$ cat src/rtl/core/kicker_pulse_and_ball_sensor_unit_macros.svh
// Assertion macros shared by the kicker and ball sensor RTL.
`ifndef KICKER_PULSE_AND_BALL_SENSOR_UNIT_MACROS_SVH
`define KICKER_PULSE_AND_BALL_SENSOR_UNIT_MACROS_SVH

// Clocked check that is switched off while reset is held.
`define KPBS_ASSERT(lbl, prop, msg) \
  lbl: assert property (@(posedge clk) disable iff (!rst_n) prop) else $error(msg);

// Clocked check that also holds during reset.
`define KPBS_ASSERT_ALWAYS(lbl, prop, msg) \
  lbl: assert property (@(posedge clk) prop) else $error(msg);

`endif

$ cat src/rtl/core/kpbs_pkg.sv
// Types, codes and reset values of the kicker and ball sensor unit.
package kpbs_pkg;

  localparam int unsigned CFG_IDX_W = 3;
  localparam int unsigned CFG_DATA_W = 16;

  localparam logic [CFG_IDX_W-1:0] CFG_KICK_ENABLE    = 3'd0;
  localparam logic [CFG_IDX_W-1:0] CFG_PULSE_FULL     = 3'd1;
  localparam logic [CFG_IDX_W-1:0] CFG_PULSE_LOW      = 3'd2;
  localparam logic [CFG_IDX_W-1:0] CFG_COOLDOWN_TICKS = 3'd3;
  localparam logic [CFG_IDX_W-1:0] CFG_BALL_THRESHOLD = 3'd4;
  localparam logic [CFG_IDX_W-1:0] CFG_BALL_CEILING   = 3'd5;

  localparam logic        RST_KICK_ENABLE    = 1'b1;
  localparam logic [15:0] RST_PULSE_FULL     = 16'd20;
  localparam logic [15:0] RST_PULSE_LOW      = 16'd5;
  localparam logic [15:0] RST_COOLDOWN_TICKS = 16'd1000;
  localparam logic [15:0] RST_BALL_THRESHOLD = 16'd10;
  localparam logic [15:0] RST_BALL_CEILING   = 16'd30;

  typedef enum logic [1:0] {
    KIND_TICK      = 2'd0,
    KIND_KICK_FULL = 2'd1,
    KIND_KICK_LOW  = 2'd2,
    KIND_SAMPLE    = 2'd3
  } kind_t;

  typedef struct packed {
    logic        kick_enable;
    logic [15:0] pulse_full;
    logic [15:0] pulse_low;
    logic [15:0] cooldown_ticks;
    logic [15:0] ball_threshold;
    logic [15:0] ball_ceiling;
  } cfg_t;

  typedef struct packed {
    logic solenoid_drive;
    logic kicker_ready;
    logic ball_present;
  } status_t;

endpackage

$ cat src/rtl/core/kpbs_in_if.sv
// Event channel into the kicker and ball sensor unit.
interface kpbs_in_if;
  logic       valid;
  logic       ready;
  logic [1:0] kind;
  logic       beam_blocked;

  modport source (output valid, output kind, output beam_blocked, input ready);
  modport sink (input valid, input kind, input beam_blocked, output ready);
endinterface

$ cat src/rtl/core/kpbs_out_if.sv
// Status channel out of the kicker and ball sensor unit.
interface kpbs_out_if;
  logic valid;
  logic ready;
  logic solenoid_drive;
  logic kicker_ready;
  logic ball_present;

  modport source (output valid, output solenoid_drive, output kicker_ready,
                  output ball_present, input ready);
  modport sink (input valid, input solenoid_drive, input kicker_ready,
                input ball_present, output ready);
endinterface

$ cat src/rtl/core/kpbs_regs.sv
// Configuration register file of the kicker and ball sensor unit.
module kpbs_regs (
  input  logic                                clk,
  input  logic                                rst_n,
  input  logic                                cfg_we,
  input  logic [kpbs_pkg::CFG_IDX_W-1:0]      cfg_idx,
  input  logic [kpbs_pkg::CFG_DATA_W-1:0]     cfg_data,
  output kpbs_pkg::cfg_t                      cfg
);

  kpbs_pkg::cfg_t cfg_r;
  kpbs_pkg::cfg_t cfg_nxt;

  always_comb begin
    cfg_nxt = cfg_r;
    if (cfg_we) begin
      unique case (cfg_idx)
        kpbs_pkg::CFG_KICK_ENABLE:    cfg_nxt.kick_enable    = cfg_data[0];
        kpbs_pkg::CFG_PULSE_FULL:     cfg_nxt.pulse_full     = cfg_data;
        kpbs_pkg::CFG_PULSE_LOW:      cfg_nxt.pulse_low      = cfg_data;
        kpbs_pkg::CFG_COOLDOWN_TICKS: cfg_nxt.cooldown_ticks = cfg_data;
        kpbs_pkg::CFG_BALL_THRESHOLD: cfg_nxt.ball_threshold = cfg_data;
        kpbs_pkg::CFG_BALL_CEILING:   cfg_nxt.ball_ceiling   = cfg_data;
        default: ;
      endcase
    end
  end

  always_ff @(posedge clk) begin
    if (!rst_n) begin
      cfg_r.kick_enable    <= kpbs_pkg::RST_KICK_ENABLE;
      cfg_r.pulse_full     <= kpbs_pkg::RST_PULSE_FULL;
      cfg_r.pulse_low      <= kpbs_pkg::RST_PULSE_LOW;
      cfg_r.cooldown_ticks <= kpbs_pkg::RST_COOLDOWN_TICKS;
      cfg_r.ball_threshold <= kpbs_pkg::RST_BALL_THRESHOLD;
      cfg_r.ball_ceiling   <= kpbs_pkg::RST_BALL_CEILING;
    end else begin
      cfg_r <= cfg_nxt;
    end
  end

  assign cfg = cfg_r;

endmodule

$ cat src/rtl/core/kpbs_core.sv
// Kicker pulse, cooldown and ball integrator state with its event update.
`include "kicker_pulse_and_ball_sensor_unit_macros.svh"

module kpbs_core (
  input  logic                clk,
  input  logic                rst_n,
  input  kpbs_pkg::cfg_t      cfg,
  input  logic                take,
  input  logic [1:0]          kind,
  input  logic                beam_blocked,
  output kpbs_pkg::status_t   status_nxt
);

  logic        ready_r, ready_nxt;
  logic [15:0] cooldown_r, cooldown_nxt;
  logic [15:0] pulse_r, pulse_nxt;
  logic        drive_r, drive_nxt;
  logic [15:0] integ_r, integ_nxt;
  logic        present_r, present_nxt;

  logic [15:0] cooldown_inc;
  logic        cooled;
  logic        above;
  logic        kick_ok;

  assign cooldown_inc = cooldown_r + 16'd1;
  assign cooled       = !ready_r && (cooldown_inc > cfg.cooldown_ticks);
  assign above        = integ_r > cfg.ball_threshold;
  assign kick_ok      = cfg.kick_enable && ready_r;

  always_comb begin
    ready_nxt    = ready_r;
    cooldown_nxt = cooldown_r;
    pulse_nxt    = pulse_r;
    drive_nxt    = drive_r;
    integ_nxt    = integ_r;
    present_nxt  = present_r;
    unique case (kpbs_pkg::kind_t'(kind))
      kpbs_pkg::KIND_TICK: begin
        if (!ready_r) begin
          cooldown_nxt = cooldown_inc;
        end
        if (cooled) begin
          drive_nxt    = 1'b0;
          cooldown_nxt = 16'd0;
          ready_nxt    = 1'b1;
        end else if (pulse_r != 16'd0) begin
          pulse_nxt = pulse_r - 16'd1;
          drive_nxt = 1'b1;
        end else begin
          drive_nxt = 1'b0;
        end
      end
      kpbs_pkg::KIND_KICK_FULL, kpbs_pkg::KIND_KICK_LOW: begin
        if (kick_ok) begin
          pulse_nxt = (kpbs_pkg::kind_t'(kind) == kpbs_pkg::KIND_KICK_FULL) ?
                      cfg.pulse_full : cfg.pulse_low;
          integ_nxt = 16'd0;
          ready_nxt = 1'b0;
        end
      end
      kpbs_pkg::KIND_SAMPLE: begin
        present_nxt = above;
        if (beam_blocked) begin
          if (above) begin
            if (integ_r < cfg.ball_ceiling) begin
              integ_nxt = integ_r + 16'd1;
            end
          end else if (integ_r != 16'hFFFF) begin
            integ_nxt = integ_r + 16'd1;
          end
        end else if (integ_r != 16'd0) begin
          integ_nxt = integ_r - 16'd1;
        end
      end
      default: ;
    endcase
  end

  always_ff @(posedge clk) begin
    if (!rst_n) begin
      ready_r    <= 1'b1;
      cooldown_r <= 16'd0;
      pulse_r    <= 16'd0;
      drive_r    <= 1'b0;
      integ_r    <= 16'd0;
      present_r  <= 1'b0;
    end else if (take) begin
      ready_r    <= ready_nxt;
      cooldown_r <= cooldown_nxt;
      pulse_r    <= pulse_nxt;
      drive_r    <= drive_nxt;
      integ_r    <= integ_nxt;
      present_r  <= present_nxt;
    end
  end

  assign status_nxt.solenoid_drive = drive_nxt;
  assign status_nxt.kicker_ready   = ready_nxt;
  assign status_nxt.ball_present   = present_nxt;

  // A ready kicker never carries a partial cooldown.
  `KPBS_ASSERT(a_ready_no_cooldown, ready_r |-> (cooldown_r == 16'd0), "cooldown left while ready")
  `KPBS_ASSERT(a_kick_starts_cooldown, (take && ready_r && cfg.kick_enable && (kind == kpbs_pkg::KIND_KICK_FULL || kind == kpbs_pkg::KIND_KICK_LOW)) |=> (!ready_r && integ_r == 16'd0), "accepted kick did not start cooldown")
  `KPBS_ASSERT(a_clear_sample_decays, (take && kind == kpbs_pkg::KIND_SAMPLE && !beam_blocked && integ_r != 16'd0) |=> (integ_r == $past(integ_r) - 16'd1), "clear sample did not decay integrator")

endmodule

$ cat src/rtl/core/kicker_pulse_and_ball_sensor_unit.sv
// Top level of the kicker pulse controller and ball sensor qualifier.
// Every accepted event word (tick, full kick, low kick, sensor sample) yields one status
// word in the cycle after acceptance that shows the solenoid level, kicker readiness and ball
// presence after that event. An event is taken every cycle unless the output stalls: the state
// counters update in the cycle of acceptance and the status lands in an output register, so
// throughput is one word per cycle while the sink keeps up; in_ch.ready drops only while a
// status word waits and the sink stalls. Configuration writes take effect on the next cycle.
`include "kicker_pulse_and_ball_sensor_unit_macros.svh"

module kicker_pulse_and_ball_sensor_unit (
  input  logic                             clk,
  input  logic                             rst_n,
  kpbs_in_if.sink                          in_ch,
  kpbs_out_if.source                       out_ch,
  input  logic                             cfg_we,
  input  logic [kpbs_pkg::CFG_IDX_W-1:0]   cfg_idx,
  input  logic [kpbs_pkg::CFG_DATA_W-1:0]  cfg_data
);

  kpbs_pkg::cfg_t    cfg;
  kpbs_pkg::status_t status_nxt;
  kpbs_pkg::status_t res_r;
  logic              out_valid_r;
  logic              take;

  assign in_ch.ready = !out_valid_r || out_ch.ready;
  assign take        = in_ch.valid && in_ch.ready;

  kpbs_regs u_regs (
    .clk      (clk),
    .rst_n    (rst_n),
    .cfg_we   (cfg_we),
    .cfg_idx  (cfg_idx),
    .cfg_data (cfg_data),
    .cfg      (cfg)
  );

  kpbs_core u_core (
    .clk          (clk),
    .rst_n        (rst_n),
    .cfg          (cfg),
    .take         (take),
    .kind         (in_ch.kind),
    .beam_blocked (in_ch.beam_blocked),
    .status_nxt   (status_nxt)
  );

  always_ff @(posedge clk) begin
    if (!rst_n) begin
      out_valid_r <= 1'b0;
    end else if (take) begin
      out_valid_r <= 1'b1;
    end else if (out_ch.ready) begin
      out_valid_r <= 1'b0;
    end
  end

  always_ff @(posedge clk) begin
    if (take) begin
      res_r <= status_nxt;
    end
  end

  assign out_ch.valid          = out_valid_r;
  assign out_ch.solenoid_drive = res_r.solenoid_drive;
  assign out_ch.kicker_ready   = res_r.kicker_ready;
  assign out_ch.ball_present   = res_r.ball_present;

  `KPBS_ASSERT(a_take_gives_word, take |=> out_valid_r, "accepted event produced no status word")
  `KPBS_ASSERT(a_stall_keeps_word, (out_valid_r && !out_ch.ready) |=> (out_valid_r && $stable(res_r)), "stalled status word was lost")
  `KPBS_ASSERT_ALWAYS(a_reset_clears_valid, !rst_n |=> !out_valid_r, "status valid not cleared by reset")

endmodule
$ cat src/flat_wrapper.sv
// flat-port wrapper written by rule: the top's interface ports become plain ports
module kicker_pulse_and_ball_sensor_unit_flat 
  (clk, rst_n, cfg_we, cfg_idx, cfg_data, in_ch_valid, in_ch_kind, in_ch_beam_blocked, in_ch_ready, out_ch_valid, out_ch_solenoid_drive, out_ch_kicker_ready, out_ch_ball_present, out_ch_ready);
  kpbs_in_if in_ch_i ();
  kpbs_out_if out_ch_i ();
  input  logic clk;
  input  logic rst_n;
  input  logic cfg_we;
  input  logic [kpbs_pkg::CFG_IDX_W-1:0] cfg_idx;
  input  logic [kpbs_pkg::CFG_DATA_W-1:0] cfg_data;
  input wire logic [$bits(in_ch_i.valid)-1:0] in_ch_valid;
  input wire logic [$bits(in_ch_i.kind)-1:0] in_ch_kind;
  input wire logic [$bits(in_ch_i.beam_blocked)-1:0] in_ch_beam_blocked;
  output wire logic [$bits(in_ch_i.ready)-1:0] in_ch_ready;
  output wire logic [$bits(out_ch_i.valid)-1:0] out_ch_valid;
  output wire logic [$bits(out_ch_i.solenoid_drive)-1:0] out_ch_solenoid_drive;
  output wire logic [$bits(out_ch_i.kicker_ready)-1:0] out_ch_kicker_ready;
  output wire logic [$bits(out_ch_i.ball_present)-1:0] out_ch_ball_present;
  input wire logic [$bits(out_ch_i.ready)-1:0] out_ch_ready;
  assign in_ch_i.valid = in_ch_valid;
  assign in_ch_i.kind = in_ch_kind;
  assign in_ch_i.beam_blocked = in_ch_beam_blocked;
  assign in_ch_ready = in_ch_i.ready;
  assign out_ch_valid = out_ch_i.valid;
  assign out_ch_solenoid_drive = out_ch_i.solenoid_drive;
  assign out_ch_kicker_ready = out_ch_i.kicker_ready;
  assign out_ch_ball_present = out_ch_i.ball_present;
  assign out_ch_i.ready = out_ch_ready;
  kicker_pulse_and_ball_sensor_unit u_core (.clk(clk), .rst_n(rst_n), .in_ch(in_ch_i), .out_ch(out_ch_i), .cfg_we(cfg_we), .cfg_idx(cfg_idx), .cfg_data(cfg_data));
endmodule
$ cat config.mk
export PLATFORM = sky130hd
export DESIGN_NAME = kicker_pulse_and_ball_sensor_unit_flat
export DESIGN_NICKNAME = d
export VERILOG_FILES = /design/src/rtl/core/kpbs_pkg.sv /design/src/rtl/core/kpbs_in_if.sv /design/src/rtl/core/kpbs_out_if.sv /design/src/rtl/core/kpbs_regs.sv /design/src/rtl/core/kpbs_core.sv /design/src/rtl/core/kicker_pulse_and_ball_sensor_unit.sv /design/src/flat_wrapper.sv
export VERILOG_INCLUDE_DIRS = /design/src /design/src/rtl/core
export SDC_FILE = /design/constraint.sdc
export NUM_CORES = 1
export LEC_CHECK = 0
export BUFFER_PORTS_ARGS = -buffer_cell sky130_fd_sc_hd__buf_2
export CAP_MARGIN = 20
export CELL_PAD_IN_SITES_DETAIL_PLACEMENT = 0
export CELL_PAD_IN_SITES_GLOBAL_PLACEMENT = 2
export CORE_MARGIN = 2
export CORE_UTILIZATION = 35
export DETAILED_ROUTE_END_ITERATION = 8
export GPL_TIMING_DRIVEN = 0
export PLACE_DENSITY = 0.76
export REMOVE_ABC_BUFFERS = 1
export SYNTH_ARGS = -nofsm -noshare
export SYNTH_HDL_FRONTEND = slang
export SYNTH_SLANG_ARGS = --single-unit
$ cat constraint.sdc
create_clock -name clk -period 9.7 [get_ports clk]
set_input_delay 0.97 -clock clk [delete_from_list [all_inputs] [get_ports clk]]
set_output_delay 0.97 -clock clk [all_outputs]
set_load 0.1 [all_outputs]
* Word-level counts from Yosys, hierarchy flattened *
Index checks and enable logic that the tools add are counted.
W data, S select, Z words.

storage, ports and cells
  register bits after elaboration = 136
  input port bits = 27
  output and inout port bits = 5
  logic and storage cells = 85

cells by class
  add/sub/neg operators = 4
  magnitude comparators = 3
  equal/unequal tests = 16
  multiplexer cells = 23
  reduce and logical (&&, ||, !) cells = 23

operator list
  operator                 number
  $mux W16                 12
  $pmux W16 S2             2
  $add A16 B1 Y16 const B  2
  $gt A16 B16 Y1           2
  $reduce_bool A16 Y1      2
  $sub A16 B1 Y16 const B  2
  $lt A16 B16 Y1           1
  $ne A16 B16 Y1 const B   1
  $reduce_and A2 Y1        6
  $mux W1                  8
  $ne A4 B4 Y1 const B     2
  $eq A3 B2 Y1 const B     2
  $eq A3 B3 Y1 const B     2
  $ne A2 B2 Y1 const B     3
  $reduce_and A6 Y1        1
  $reduce_bool A2 Y1       3
  $reduce_and A5 Y1        1
  $eq A2 B2 Y1 const B     2
  $eq A3 B1 Y1 const B     1
  $logic_and A1 B1 Y1      3
  $logic_not A3 Y1         1
  $ne A3 B3 Y1 const B     1
  $reduce_and A3 Y1        1
  $eq A2 B1 Y1 const B     1
  6 further kinds          7

* Longest topological paths before layout *
  word-level depth = 5
  gate-level depth with buffers = 18
  mapped depth without buffers = 16

* Cells and area by module *
Synthesis repeated with hierarchy kept, for this count alone.

unflattened totals
  cells, all modules = 959
  area total of the unflattened synthesis = 8,161.6 um^2

by module, submodules not included
  module                             times used  cells an instance  area an instance (um^2)  seq. area each (um^2)
  kpbs_core                          1           652                4,885.9                  1,021.0
  kpbs_regs                          1           299                3,128.0                  1,621.6
  kicker_pulse_and_ball_sensor_unit  1           8                  147.6                    110.1

* Least setup slack after synthesis *
Ideal clock, no wire load.

  kind = reg2reg
  from = reg u_core.u_core.cooldown_r[0]
  to = reg u_core.u_core.pulse_r[3]
  setup time = 0.119 ns
  data arrival time = 3.304 ns
  required time = 9.581 ns
  path slack = 6.278 ns
  stages on the path, launching flop included = 14
  path buffers = 1
  clock period less this slack = 3.422 ns
  path through = dfxtp_1 -> and3_1 -> and3_1 -> nand3_1 -> or4_1 -> xnor2_1 -> ha_1 -> nand4_1 -> nor4_1 -> nor3b_1 -> o21ai_1 -> nand2_4 -> buf_4 -> o221a_1

on the way
  longest elaborated chain between the ends = 5

ends and longest elaborated chain
  element                             RTL line         source
  start, declared                     kpbs_core.sv:15  logic [15:0] cooldown_r, cooldown_nxt;
  start signal, assigned              kpbs_core.sv:90  cooldown_r <= cooldown_nxt;
  $add A16 B1 Y16                     kpbs_core.sv:26  assign cooldown_inc = cooldown_r + 16'd1;
  $gt A16 B16 Y1                      kpbs_core.sv:27  assign cooled = !ready_r && (cooldown_inc > cfg.cooldown_ticks);
  $logic_and A1 B1 Y1                 kpbs_core.sv:27
  $ne A2 B2 Y1 (no source line)       n/a
  $reduce_and A5 Y1 (no source line)  n/a
  end signal, assigned                kpbs_core.sv:91  pulse_r <= pulse_nxt;
  end, declared                       kpbs_core.sv:16  logic [15:0] pulse_r, pulse_nxt;

No other way between the ends.
A chain may end at the register's enable or synchronous reset.

* Final worst setup path *
  from = reg u_core.u_core.cooldown_r[0]
  to = reg u_core.u_core.pulse_r[15]

The elaborated chain is that of the path after synthesis.

==> metrics.csv <==
stage,metric,value,unit
run_status,outcome,finished clean,
sta,Final Hold Viols,0,
cells_and_area,Multi-input gate area,0.00488,mm2
sta,relative slew slack,28.8,%
cells_and_area,final-layout fill cell count,2363,
place,dpl ws,5.27,ns
synth,sequential-to-total area share from yosys stat,34.2,%
critical_path,R2R Path Start,u_core.u_core.cooldown_r[0],
clocking,post_cts resized,0,
critical_path,Crit Path Max Fanout,24,
cells_and_area,flip-flop and latch area,0.00275,mm2
die,Die ar.,0.0242,mm2
synth,Seq cells post-synth,136,
clocking,# Post-CTS Setup Buffers,0,
sta,skew final,0.00679,ns
clocking,"CTS clk-pin slew, worst paths",0.06,ns
critical_path,R2R Path End,u_core.u_core.pulse_r[15],
synth,Avg Synthesized Cell Area,7.99,um2
clocking,CTS root buf,clkbuf_16,
worst_hold_path,hold_sp,u_core.u_regs.cfg[49],
sta,setup TNS,0,ns
die,Initial Util,35.6,%
critical_path,WS Path Type,register to register,
synth,cells after synthesis,1008,
sta,final setup violation count,0,
global_route,number of global-route vias before repair,6463,
critical_path,Reg2Reg Depth,13,
sta,RSZ-0062 raised after global routing,no,
sta,f_max,229,MHz
synth,Synth Cell Area,0.00805,mm2
critical_path,CP endpoint kind,register,
place,Buffers on Ports,31,
clocking,CTS sink cnt,136,
sta,final period utilization,45.1,%
synth,Post-synth ARST share,0,%
worst_hold_path,Hold EP,u_core.u_regs.cfg[49],
synth,leading area contributor after synthesis,dfxtp_1,
clocking,hold_buf cts,0,
cells_and_area,"commonest non-fill, non-tap cell in the layout",nand2_1,
detailed_routing,Post-Route WL,20900,um
die,chip width,156,um
clocking,Max Root-Sink Buffers,2,
global_route,first-pass GRT wire length,34400,um
worst_hold_path,hold depth,2,
power,PwrDens,170,mW/mm2
global_route,Total Routing Usage GR,18.0,%
detailed_routing,"antenna viol nets, final",0,
sta,setup ws final,5.32,ns
critical_path,worst endpoint data arrival time,4.73,ns
global_route,grt ovf,0,
detailed_routing,initial DRC count,357,
cells_and_area,Final Core Density,40.2,%
detailed_routing,via/cell ratio,5.04,
clocking,Inserted Clock Buffers,17,
clocking,htree depth,4,
detailed_routing,drt pass-1 iters,4,
detailed_routing,DRC viols,0,
cells_and_area,ant diodes,0,
sta,final worst path period need,4.38,ns
sta,Pins Over Slew Limit,0,
global_route,pin count of the biggest net entering global routing,99,
place,gpl congestion,0.767,
synth,synth top area cells,"dfxtp_1, ha_1, nand2_1",
run,MaxCap Viol Count,0,
cells_and_area,Layout area overhead,13.1,%
synth,total of warnings raised by yosys,0,
worst_hold_path,Hold Crit Class,register to register,
power,worst vdd ir,110,uV
synth,top-area cell type share of the netlist area,33.1,%
die,row count,55,
die,num ports,32,
power,Lkg Pwr,3.56,nW
synth,Main synth FF type,dfxtp_1,
clocking,CTS tree,done,
critical_path,Reg2Reg Setup Slack,5.32,ns
global_route,initial antenna violation count,0,
detailed_routing,DR WL/cell,16.0,um
die,Die Y,156,um
sta,WHS,0.459,ns
synth,post-synthesis cell type count,61,
sta,Worst-Margin Slew,1.07,ns
clocking,Skew-Pair Late Insertion Delay,0.42,ns
place,DP HPWL,14900,um
detailed_routing,via count,6600,
die,core area,0.0226,mm2
cells_and_area,most frequent cells in the layout,"nand2_1, dfxtp_1, a21boi_0",
synth,Post-synth EDFFs,3,
critical_path,Worst Path Required,10.05,ns
critical_path,CP startpoint kind,register,
cells_and_area,share of layout cells above drive strength 1,7.91,%
cells_and_area,Final #Nets,1106,
## state kept, by name, summed over array words and instances, names as in the netlist, 16 cells and up
signal and cells:
u_core.u_regs.cfg 81, u_core.u_core.cooldown_r 16, u_core.u_core.integ_r 16, u_core.u_core.pulse_r 16
## how the worst max path moves through the flow
stage / slack, ns / end / startpoint
global route: 4.85 / u_core.u_core.pulse_r[15] / u_core.u_core.cooldown_r[0]
detailed placement: 5.27 / u_core.u_core.pulse_r[15] / u_core.u_core.cooldown_r[0]
floorplan: 5.20 / u_core.u_core.integ_r[15] / out_ch_ready
finish: 5.32 / u_core.u_core.pulse_r[15] / u_core.u_core.cooldown_r[0]
global placement: 4.38 / u_core.u_core.integ_r[15] / in_ch_kind[0]
CTS: 5.25 / u_core.u_core.pulse_r[15] / u_core.u_core.cooldown_r[0]
## synthesized netlist by cell type (18+ instances only)
| library cell | instances |
|---|---|
| ha_1 | 66 |
| nor2b_1 | 18 |
| a21oi_1 | 38 |
| o21ai_0 | 36 |
| inv_1 | 61 |
| nand3_1 | 41 |
| nor2_1 | 47 |
| a21boi_1 | 19 |
| dfxtp_1 | 133 |
| nand2_1 | 196 |
| a21boi_0 | 83 |
| xnor2_1 | 18 |
| clkbuf_1 | 43 |
| nor3_1 | 18 |
## where the power goes
group	internal, mW	switching, mW
Clock	0.482	0.248
Sequential	0.580	0.0157
Combinational	0.0839	0.140
## critical path: stages (launching register included)
cell,delay [ns]
dfxtp_1,0.39
and3_1,0.25
and3_1,0.27
nand3_1,0.23
or4_1,0.57
xnor2_1,0.17
ha_1,0.30
nand4_1,0.17
nor4_1,0.51
nor3b_1,0.09
o21ai_1,0.47
nand2_4,0.34
or2_2,0.39
a21boi_1,0.13
## logic make-up after synthesis
logic type | count (synthesis) | share of synthesized area (%)
xor gates and xnor gates | 27 | 2.94
buffers and inverters | 112 | 5.47
DFF | 136 | 34.2
adders and majority gates | 67 | 10.5
and+or+nand+nor | 401 | 23.3
AOI/OAI and AO/OA | 246 | 21.2
muxes | 19 | 2.39
## through the flow
stage	total power, mW	instance area (um2)	std cells
floorplan	0.762	7840	957
detailed placement	0.834	8450	1278
global placement	0.831	8350	1273
global route	1.62	9100	1309
finish	1.55	9100	1309
CTS	1.57	9100	1309
## layer usage
layer  global-route usage [%]  share of wire [%]  routed length, um
met1                     25.3                 51              10700
met5                        0                  0                  0
met2                     28.6                 45               9350
met4                     4.28               0.88                185
met3                     3.19                3.3                686
## area by class of cell
cell class / instances / area share (%)
Clock buffer: 23 / 5.36
Clock inverter: 8 / 1.83
Inverter: 61 / 2.52
Multi-Input combinational cell: 760 / 53.6
Sequential cell: 136 / 30.2
Tap cell: 285 / 3.92
Timing Repair Buffer: 36 / 2.49
(Power assumes the default switching activity.)
